## src/sv/bls_pkg.sv

```systemverilog
// ----------------------------------------------------------------------------
// bls_pkg
// Shared codes and constants of the Bresenham line stepper.
// ----------------------------------------------------------------------------
package bls_pkg;

   // request codes on the input channel
   typedef enum logic {
      REQ_START   = 1'b0,
      REQ_ADVANCE = 1'b1
   } req_code_type;

   // depth of the command queue between front and back
   localparam int unsigned QUEUE_DEPTH = 2;

endpackage

```

## src/sv/bls_if.sv

```systemverilog
// ----------------------------------------------------------------------------
// bls_if
// Valid/ready channels of the line stepper: request and pixel response.
// ----------------------------------------------------------------------------

// request channel: one word starts a line or asks for the next pixel
interface bls_req_if #(
   parameter int unsigned COORD_BITS = 10
);
   logic                  valid;
   logic                  ready;
   logic                  req_type;
   logic [COORD_BITS-1:0] x_start;
   logic [COORD_BITS-1:0] y_start;
   logic [COORD_BITS-1:0] x_end;
   logic [COORD_BITS-1:0] y_end;

   modport source (output valid, output req_type, output x_start, output y_start,
                   output x_end, output y_end, input ready);
   modport sink   (input valid, input req_type, input x_start, input y_start,
                   input x_end, input y_end, output ready);
endinterface

// response channel: one pixel per word
interface bls_rsp_if #(
   parameter int unsigned COORD_BITS = 10
);
   logic                  valid;
   logic                  ready;
   logic [COORD_BITS-1:0] pixel_x;
   logic [COORD_BITS-1:0] pixel_y;
   logic                  last_pixel;

   modport source (output valid, output pixel_x, output pixel_y, output last_pixel,
                   input ready);
   modport sink   (input valid, input pixel_x, input pixel_y, input last_pixel,
                   output ready);
endinterface

```

## src/sv/bls_front.sv

```systemverilog
// ----------------------------------------------------------------------------
// bls_front
// Takes request words, works out deltas, directions, major axis and the
// decision constants of a new line, and pushes a command into the queue.
// ----------------------------------------------------------------------------
module bls_front #(
   parameter int unsigned COORD_BITS = 10
) (
   bls_req_if.sink                  req_ch,
   input  logic                     queue_full,
   output logic                     push,
   output logic [6*COORD_BITS+9:0]  push_cmd
);

   localparam int unsigned ERR_BITS = COORD_BITS + 2;

   typedef struct packed {
      logic                       is_start;
      logic [COORD_BITS-1:0]      x0;
      logic [COORD_BITS-1:0]      y0;
      logic                       dir_x_neg;
      logic                       dir_y_neg;
      logic                       major_is_x;
      logic [COORD_BITS-1:0]      steps;
      logic signed [ERR_BITS-1:0] err0;
      logic signed [ERR_BITS-1:0] inc_straight;
      logic signed [ERR_BITS-1:0] inc_diag;
   } cmd_type;

   cmd_type               cmd;
   logic                  dxn;
   logic                  dyn;
   logic [COORD_BITS-1:0] dx;
   logic [COORD_BITS-1:0] dy;
   logic                  mx;
   logic [COORD_BITS-1:0] d_major;
   logic [COORD_BITS-1:0] d_minor;
   logic [COORD_BITS:0]   d_diff;

   // absolute deltas and octant
   always_comb begin
      dxn     = req_ch.x_end < req_ch.x_start;
      dyn     = req_ch.y_end < req_ch.y_start;
      dx      = dxn ? (req_ch.x_start - req_ch.x_end) : (req_ch.x_end - req_ch.x_start);
      dy      = dyn ? (req_ch.y_start - req_ch.y_end) : (req_ch.y_end - req_ch.y_start);
      mx      = dx > dy;           // ties go to y
      d_major = mx ? dx : dy;
      d_minor = mx ? dy : dx;
      d_diff  = {1'b0, d_minor} - {1'b0, d_major};   // never positive
   end

   // command word for the back end
   always_comb begin
      cmd = '0;
      if (req_ch.req_type == bls_pkg::REQ_START) begin
         cmd.is_start     = 1'b1;
         cmd.x0           = req_ch.x_start;
         cmd.y0           = req_ch.y_start;
         cmd.dir_x_neg    = dxn;
         cmd.dir_y_neg    = dyn;
         cmd.major_is_x   = mx;
         cmd.steps        = d_major;
         cmd.err0         = {1'b0, d_minor, 1'b0} - {2'b00, d_major};
         cmd.inc_straight = {1'b0, d_minor, 1'b0};
         cmd.inc_diag     = {d_diff, 1'b0};
      end
   end

   assign req_ch.ready = !queue_full;
   assign push         = req_ch.valid && !queue_full;
   assign push_cmd     = cmd;

endmodule

```

## src/sv/bls_queue.sv

```systemverilog
// ----------------------------------------------------------------------------
// bls_queue
// Short first-in first-out queue of command words between front and back.
// ----------------------------------------------------------------------------
module bls_queue #(
   parameter int unsigned WIDTH = 70
) (
   input  logic             clock,
   input  logic             reset,
   input  logic             push,
   input  logic [WIDTH-1:0] push_data,
   output logic             full,
   input  logic             pop,
   output logic             empty,
   output logic [WIDTH-1:0] head
);

   localparam int unsigned DEPTH    = bls_pkg::QUEUE_DEPTH;
   localparam int unsigned PTR_BITS = (DEPTH > 1) ? $clog2(DEPTH) : 1;
   localparam int unsigned CNT_BITS = $clog2(DEPTH + 1);

   logic [WIDTH-1:0]    store [DEPTH];
   logic [PTR_BITS-1:0] wr_ptr_ff, wr_ptr_in;
   logic [PTR_BITS-1:0] rd_ptr_ff, rd_ptr_in;
   logic [CNT_BITS-1:0] count_ff, count_in;

   assign full  = count_ff == CNT_BITS'(DEPTH);
   assign empty = count_ff == '0;
   assign head  = store[rd_ptr_ff];

   // pointer and fill count
   always_comb begin
      wr_ptr_in = wr_ptr_ff;
      rd_ptr_in = rd_ptr_ff;
      count_in  = count_ff;
      if (push) begin
         wr_ptr_in = (wr_ptr_ff == PTR_BITS'(DEPTH - 1)) ? '0 : wr_ptr_ff + 1'b1;
      end
      if (pop) begin
         rd_ptr_in = (rd_ptr_ff == PTR_BITS'(DEPTH - 1)) ? '0 : rd_ptr_ff + 1'b1;
      end
      if (push && !pop) begin
         count_in = count_ff + 1'b1;
      end else if (pop && !push) begin
         count_in = count_ff - 1'b1;
      end
   end

   always_ff @(posedge clock) begin
      if (reset) begin
         wr_ptr_ff <= '0;
         rd_ptr_ff <= '0;
         count_ff  <= '0;
      end else begin
         wr_ptr_ff <= wr_ptr_in;
         rd_ptr_ff <= rd_ptr_in;
         count_ff  <= count_in;
      end
   end

   // storage
   always_ff @(posedge clock) begin
      if (push) begin
         store[wr_ptr_ff] <= push_data;
      end
   end

endmodule

```

## src/sv/bls_back.sv

```systemverilog
// ----------------------------------------------------------------------------
// bls_back
// Holds the active line and steps it one pixel per command; the current
// position registers double as the response word.
// ----------------------------------------------------------------------------
module bls_back #(
   parameter int unsigned COORD_BITS = 10
) (
   input  logic                     clock,
   input  logic                     reset,
   input  logic                     queue_empty,
   input  logic [6*COORD_BITS+9:0]  head_cmd,
   output logic                     pop,
   bls_rsp_if.source                rsp_ch
);

   localparam int unsigned ERR_BITS = COORD_BITS + 2;

   typedef struct packed {
      logic                       is_start;
      logic [COORD_BITS-1:0]      x0;
      logic [COORD_BITS-1:0]      y0;
      logic                       dir_x_neg;
      logic                       dir_y_neg;
      logic                       major_is_x;
      logic [COORD_BITS-1:0]      steps;
      logic signed [ERR_BITS-1:0] err0;
      logic signed [ERR_BITS-1:0] inc_straight;
      logic signed [ERR_BITS-1:0] inc_diag;
   } cmd_type;

   cmd_type                    cmd;
   logic                       out_free;
   logic                       minor_step;
   logic                       move_x;
   logic                       move_y;

   logic                       rsp_valid_ff, rsp_valid_in;
   logic                       active_ff, active_in;
   logic [COORD_BITS-1:0]      cur_x_ff, cur_x_in;
   logic [COORD_BITS-1:0]      cur_y_ff, cur_y_in;
   logic signed [ERR_BITS-1:0] err_ff, err_in;
   logic signed [ERR_BITS-1:0] inc_straight_ff, inc_straight_in;
   logic signed [ERR_BITS-1:0] inc_diag_ff, inc_diag_in;
   logic [COORD_BITS-1:0]      steps_ff, steps_in;
   logic                       dir_x_neg_ff, dir_x_neg_in;
   logic                       dir_y_neg_ff, dir_y_neg_in;
   logic                       major_is_x_ff, major_is_x_in;

   assign cmd      = head_cmd;
   assign out_free = !rsp_valid_ff || rsp_ch.ready;
   assign pop      = !queue_empty && out_free;

   // one Bresenham step: major axis always, minor axis when err >= 0
   always_comb begin
      minor_step = !err_ff[ERR_BITS-1];
      move_x     = major_is_x_ff || minor_step;
      move_y     = !major_is_x_ff || minor_step;
   end

   always_comb begin
      rsp_valid_in    = rsp_valid_ff;
      active_in       = active_ff;
      cur_x_in        = cur_x_ff;
      cur_y_in        = cur_y_ff;
      err_in          = err_ff;
      inc_straight_in = inc_straight_ff;
      inc_diag_in     = inc_diag_ff;
      steps_in        = steps_ff;
      dir_x_neg_in    = dir_x_neg_ff;
      dir_y_neg_in    = dir_y_neg_ff;
      major_is_x_in   = major_is_x_ff;
      if (pop) begin
         if (cmd.is_start) begin
            // new line: drop any line in progress, show the first endpoint
            rsp_valid_in    = 1'b1;
            active_in       = cmd.steps != '0;
            cur_x_in        = cmd.x0;
            cur_y_in        = cmd.y0;
            err_in          = cmd.err0;
            inc_straight_in = cmd.inc_straight;
            inc_diag_in     = cmd.inc_diag;
            steps_in        = cmd.steps;
            dir_x_neg_in    = cmd.dir_x_neg;
            dir_y_neg_in    = cmd.dir_y_neg;
            major_is_x_in   = cmd.major_is_x;
         end else if (active_ff) begin
            rsp_valid_in = 1'b1;
            if (move_x) begin
               cur_x_in = dir_x_neg_ff ? cur_x_ff - 1'b1 : cur_x_ff + 1'b1;
            end
            if (move_y) begin
               cur_y_in = dir_y_neg_ff ? cur_y_ff - 1'b1 : cur_y_ff + 1'b1;
            end
            err_in    = err_ff + (minor_step ? inc_diag_ff : inc_straight_ff);
            steps_in  = steps_ff - 1'b1;
            active_in = steps_ff != COORD_BITS'(1);
         end else begin
            // advance with no line: swallowed
            rsp_valid_in = 1'b0;
         end
      end else if (rsp_ch.ready) begin
         rsp_valid_in = 1'b0;
      end
   end

   // control state
   always_ff @(posedge clock) begin
      if (reset) begin
         rsp_valid_ff <= 1'b0;
         active_ff    <= 1'b0;
      end else begin
         rsp_valid_ff <= rsp_valid_in;
         active_ff    <= active_in;
      end
   end

   // line state
   always_ff @(posedge clock) begin
      cur_x_ff        <= cur_x_in;
      cur_y_ff        <= cur_y_in;
      err_ff          <= err_in;
      inc_straight_ff <= inc_straight_in;
      inc_diag_ff     <= inc_diag_in;
      steps_ff        <= steps_in;
      dir_x_neg_ff    <= dir_x_neg_in;
      dir_y_neg_ff    <= dir_y_neg_in;
      major_is_x_ff   <= major_is_x_in;
   end

   assign rsp_ch.valid      = rsp_valid_ff;
   assign rsp_ch.pixel_x    = cur_x_ff;
   assign rsp_ch.pixel_y    = cur_y_ff;
   assign rsp_ch.last_pixel = !active_ff;

endmodule

```

## src/sv/bresenham_line_stepper_unit.sv

```systemverilog
// ----------------------------------------------------------------------------
// bresenham_line_stepper_unit
// Integer Bresenham line rasteriser for all octants: a start word loads two
// endpoints and yields the first pixel, each advance word the next one.
// ----------------------------------------------------------------------------
//  channel   dir  word                                        handshake
//  req_ch    in   req_type, x_start, y_start, x_end, y_end    valid/ready
//  rsp_ch    out  pixel_x, pixel_y, last_pixel                valid/ready
//
//  One word a cycle sustained while rsp ready holds; a request word that is taken
//  is first written into the two-entry queue, and the back end then moves it
//  into the output register, where its pixel shows.
//  The rate is set by the back end's single error add per pixel.
//  Synchronous reset empties the queue, drops the line and clears rsp valid.
//  A stalled response holds its pixel; the queue then fills and req ready drops.
//  An advance word with no line in progress is taken and gives no pixel.
// ----------------------------------------------------------------------------
module bresenham_line_stepper_unit #(
   parameter int unsigned COORD_BITS = 10
) (
   input  logic      clock,
   input  logic      reset,
   bls_req_if.sink   req_ch,
   bls_rsp_if.source rsp_ch
);

   localparam int unsigned CMD_BITS = 6 * COORD_BITS + 10;

   logic                push;
   logic [CMD_BITS-1:0] push_cmd;
   logic                queue_full;
   logic                queue_empty;
   logic                pop;
   logic [CMD_BITS-1:0] head_cmd;

   // classify and prepare
   bls_front #(.COORD_BITS(COORD_BITS)) u_front (
      .req_ch     (req_ch),
      .queue_full (queue_full),
      .push       (push),
      .push_cmd   (push_cmd)
   );

   // decoupling queue
   bls_queue #(.WIDTH(CMD_BITS)) u_queue (
      .clock     (clock),
      .reset     (reset),
      .push      (push),
      .push_data (push_cmd),
      .full      (queue_full),
      .pop       (pop),
      .empty     (queue_empty),
      .head      (head_cmd)
   );

   // step the line
   bls_back #(.COORD_BITS(COORD_BITS)) u_back (
      .clock       (clock),
      .reset       (reset),
      .queue_empty (queue_empty),
      .head_cmd    (head_cmd),
      .pop         (pop),
      .rsp_ch      (rsp_ch)
   );

endmodule

```

## src/flat_wrapper.sv

```systemverilog
// flat-port wrapper written by rule: the top's interface ports become plain ports
module bresenham_line_stepper_unit_flat 
#(
   parameter int unsigned COORD_BITS = 10
)
  (clock, reset, req_ch_valid, req_ch_req_type, req_ch_x_start, req_ch_y_start, req_ch_x_end, req_ch_y_end, req_ch_ready, rsp_ch_valid, rsp_ch_pixel_x, rsp_ch_pixel_y, rsp_ch_last_pixel, rsp_ch_ready);
  bls_req_if #(.COORD_BITS(COORD_BITS)) req_ch_i ();
  bls_rsp_if #(.COORD_BITS(COORD_BITS)) rsp_ch_i ();
  input  logic clock;
  input  logic reset;
  input wire logic [$bits(req_ch_i.valid)-1:0] req_ch_valid;
  input wire logic [$bits(req_ch_i.req_type)-1:0] req_ch_req_type;
  input wire logic [$bits(req_ch_i.x_start)-1:0] req_ch_x_start;
  input wire logic [$bits(req_ch_i.y_start)-1:0] req_ch_y_start;
  input wire logic [$bits(req_ch_i.x_end)-1:0] req_ch_x_end;
  input wire logic [$bits(req_ch_i.y_end)-1:0] req_ch_y_end;
  output wire logic [$bits(req_ch_i.ready)-1:0] req_ch_ready;
  output wire logic [$bits(rsp_ch_i.valid)-1:0] rsp_ch_valid;
  output wire logic [$bits(rsp_ch_i.pixel_x)-1:0] rsp_ch_pixel_x;
  output wire logic [$bits(rsp_ch_i.pixel_y)-1:0] rsp_ch_pixel_y;
  output wire logic [$bits(rsp_ch_i.last_pixel)-1:0] rsp_ch_last_pixel;
  input wire logic [$bits(rsp_ch_i.ready)-1:0] rsp_ch_ready;
  assign req_ch_i.valid = req_ch_valid;
  assign req_ch_i.req_type = req_ch_req_type;
  assign req_ch_i.x_start = req_ch_x_start;
  assign req_ch_i.y_start = req_ch_y_start;
  assign req_ch_i.x_end = req_ch_x_end;
  assign req_ch_i.y_end = req_ch_y_end;
  assign req_ch_ready = req_ch_i.ready;
  assign rsp_ch_valid = rsp_ch_i.valid;
  assign rsp_ch_pixel_x = rsp_ch_i.pixel_x;
  assign rsp_ch_pixel_y = rsp_ch_i.pixel_y;
  assign rsp_ch_last_pixel = rsp_ch_i.last_pixel;
  assign rsp_ch_i.ready = rsp_ch_ready;
  bresenham_line_stepper_unit #(.COORD_BITS(COORD_BITS)) u_core (.clock(clock), .reset(reset), .req_ch(req_ch_i), .rsp_ch(rsp_ch_i));
endmodule
```

## config.mk

```make
export PLATFORM = sky130hd
export DESIGN_NAME = bresenham_line_stepper_unit_flat
export DESIGN_NICKNAME = d
export VERILOG_FILES = /design/src/sv/bls_pkg.sv /design/src/sv/bls_if.sv /design/src/sv/bls_front.sv /design/src/sv/bls_queue.sv /design/src/sv/bls_back.sv /design/src/sv/bresenham_line_stepper_unit.sv /design/src/flat_wrapper.sv
export SDC_FILE = /design/constraint.sdc
export NUM_CORES = 1
export LEC_CHECK = 0
export ABC_AREA = 0
export BUFFER_PORTS_ARGS = -buffer_cell sky130_fd_sc_hd__buf_4
export CAP_MARGIN = 20
export CORE_ASPECT_RATIO = 1.75
export CORE_MARGIN = 4
export CORE_UTILIZATION = 55
export CTS_CLUSTER_DIAMETER = 40
export DETAILED_ROUTE_END_ITERATION = 16
export PLACE_DENSITY = 0.73
export SLEW_MARGIN = 25
export SYNTH_ARGS = -nofsm -noshare
export SYNTH_HDL_FRONTEND = slang
export SYNTH_SLANG_ARGS = --single-unit
```

## constraint.sdc

```tcl
create_clock -name clock -period 16.8 [get_ports clock]
set_clock_uncertainty 0.1 [all_clocks]
set_input_delay 1.68 -clock clock [delete_from_list [all_inputs] [get_ports clock]]
set_output_delay 1.68 -clock clock [all_outputs]
set_load 0.01 [all_outputs]
```

==> metrics.txt <==
status completed; Hold Path Class register to register; Slew Limit Fails 0; # resized after CTS 0; I/O pins 68; Area contributors post-synth edfxtp_1 (49%), ha_1 (9.0%), a21oi_1 (3.7%), mux2i_1 (3.4%), mux2_2 (3.3%); CTS tree done; Post-synth ARST share 0%; HPWL after DPL 20630 µm; Initial Util 56.08%; root buffer cell clkbuf_16; xor/xnor cell area share of the yosys netlist around 4.8%; Yosys warnings 0; Via Count approximately 8400; wire length per cell around 19 µm; DRC Markers 0; crit share post-route 44.79%; first-pass iteration count of the detailed router 5; #FFs+latches synth 204; all-layer global routing usage 23.24%; Gate Count Post-Synth between 1000 and 1500; WL final ~28000 µm; CTS H-tree lvls 1; Area Overhead vs Synth 12.89%; Die Height ~200 µm; grt total ovfl 0; Synth top cells by count edfxtp_1 (197), nor2_1 (102), a21oi_1 (90), inv_1 (90), ha_1 (87); critical path endpoint category register; Distinct cells, synth 64; combinational family with the most area after synthesis compound AO/OA/AOI/OAI gates; P per Cell Area 199.1 nW/µm²; Synth Area in Compound Gates 14.26%; Startpoint Class primary input; Mapped Nets approximately 1200; Crit path required time 16.93 ns; Adder-Cell Fraction of Synth Area between 10% and 20%; max incr delay on CP 0.61 ns; Iteration-0 DRC Markers 503; final hold viol count 0; setup total negative slack 0 ns; worst path setup slack after routing between 9 and 10 ns; final setup vio count 0; Mapped Avg Cell Area 11.08 µm²; Yosys top cell area share just under 50%; CORE AREA 21500 µm²; # clock sinks 204; buffer count from post-CTS setup fixing 0; initial antenna violation count 0; Post-synth EDFFs 197; fin nets 1289; number of global-route vias before repair 8673; # Max-Cap Violations 0; global-route wire length before repair roughly 45000 µm; Top cell by count, worst path ha_1; worst vdd ir 0.09262 mV; Tmin final 7.524 ns; port bufs 67; worst slack, placed 8.764 ns; crit path DAT 7.66 ns; clock latency on the worst-skew pair just over 0.5 ns; RSZ-0062 raised after global routing false; Slowest-stage cell, CP xor2_1; area fraction in and, or, nand and nor cells after synthesis 9.476%; # hold bufs at CTS 0; Num CTS Buffers 22; DIE AREA 24440 µm²; CTS max path bufs 3; Mapped Area ~12000 µm²; Buf/Inv on CP 4; DR vias/cell 5.742; worst hold margin 0.3929 ns; overall power 2.710 mW; Worst-path clk slew 0.06 ns; most numerous cell in the Yosys netlist edfxtp_1; Synth area leader edfxtp_1; Util after Layout 63.30%; register-to-register setup slack 13.00 ns; WS Path Type primary input to register; row count 71; antenna cells 0; layout cell share with drive strength beyond 1 roughly 15%; crit path max fanout 35; DIE WIDTH 119.9 µm; register area share after synthesis 50.23%; Post-DRT Antenna Nets 0; largest net degree at the start of global routing 74; delay-heaviest family, CP compound AO/OA/AOI/OAI gates; Worst slew margin about 32%; mux cell area share after synthesis 6.798%; Worst-Margin Slew 1.008 ns; FMAX 0.1329 GHz; Leak roughly 5.5 nW; GP Congestion about 0.99; Most used DFF post-synth edfxtp_1
## flip-flops by register name (all words and copies together), names as in the netlist, 2 cells and up, named ones only
signal and count:
u_core.u_back.steps_ff 10, u_core.u_back.inc_diag_ff 11, u_core.u_back.rsp_ch.pixel_y 10, u_core.u_back.rsp_ch.pixel_x 10, u_core.u_queue.count_ff 2, u_core.u_back.inc_straight_ff 10, u_core.u_queue.store 132, u_core.u_back.err_ff 11
## through the flow
stage | std cells | cell area, µm²
6_report | 1455 | 13610
5_1_grt | 1455 | 13610
4_1_cts | 1455 | 13610
3_5_place_dp | 1418 | 12850
3_3_place_gp | 1418 | 12850
2_1_floorplan | 1088 | 12060
## worst paths after layout
| path | end | depth (start not counted) | start |
|---|---|---|---|
| setup reg to reg | u_core.u_back.err_ff[11] | 15 | u_core.u_back.err_ff[11] |
| hold reg to reg | u_core.u_back.active_ff | 2 | u_core.u_back.active_ff |
| setup / recovery | u_core.u_queue.store[1][34] | 27 | req_ch_y_end[0] |
| hold / removal | u_core.u_back.active_ff | 2 | u_core.u_back.active_ff |
## logic make-up (layout without fill, tap and decap cells)
family                   Yosys count  after routing
XOR/XNOR                          64             64
AO/OA/AOI/OAI                    267            267
adder cells (fa/ha/maj)           96             96
AND/OR/NAND/NOR                  251            251
buffers and inverters            129            204
multiplexers                      77             77
flip-flops                       204            204
## report_power, final
part / switching, mW / total, mW / internal, mW / leakage (nW)
logic: 0.789 / 1.33 / 0.536 / 3.18
clock network: 0.196 / 0.494 / 0.297 / 0.356
registers: 0.0662 / 0.890 / 0.824 / 1.92
total: 1.05 / 2.71 / 1.66 / 5.46
## cells in the final DEF (no fill, tap or decap), types with 14 or more instances in the layout
cell type,instances
nor2_1,100
nand2b_1,15
clkbuf_16,23
mux2i_1,41
o21ai_0,53
nor3_1,16
xnor2_1,35
edfxtp_1,197
a21o_1,18
a211oi_1,14
buf_4,76
ha_1,87
inv_1,90
xor2_1,27
nand2_1,61
mux2_2,35
nor2b_1,14
a21oi_1,90
## cell type report
cell class	count	area, µm²
clock buffers	23	575.6
clock inverters	14	178.9
fillers	1771	7889
inverters	91	341.6
multi-input cells	755	5518
flip-flops and latches	204	6060
well taps	292	365.4
repair buffers	76	570.5
## layer usage
layer	GRT usage (%)	vias to the layer above	wire [µm]	share of wire [%]
met1	25.91	4002	10300	37
met5	0	-	0	0
met3	2.049	77	1042	3.7
met4	11.88	0	1413	5.1
met2	43.55	212	15060	54
li1	-	4063	-	-
## worst min-delay path, cell delays in order, from the launching register on
cell	delay, ns
dfxtp_1	0.31
nor2_1	0.09
nor3_1	0.04
No activity file was read; power rests on OpenSTA's default activity.
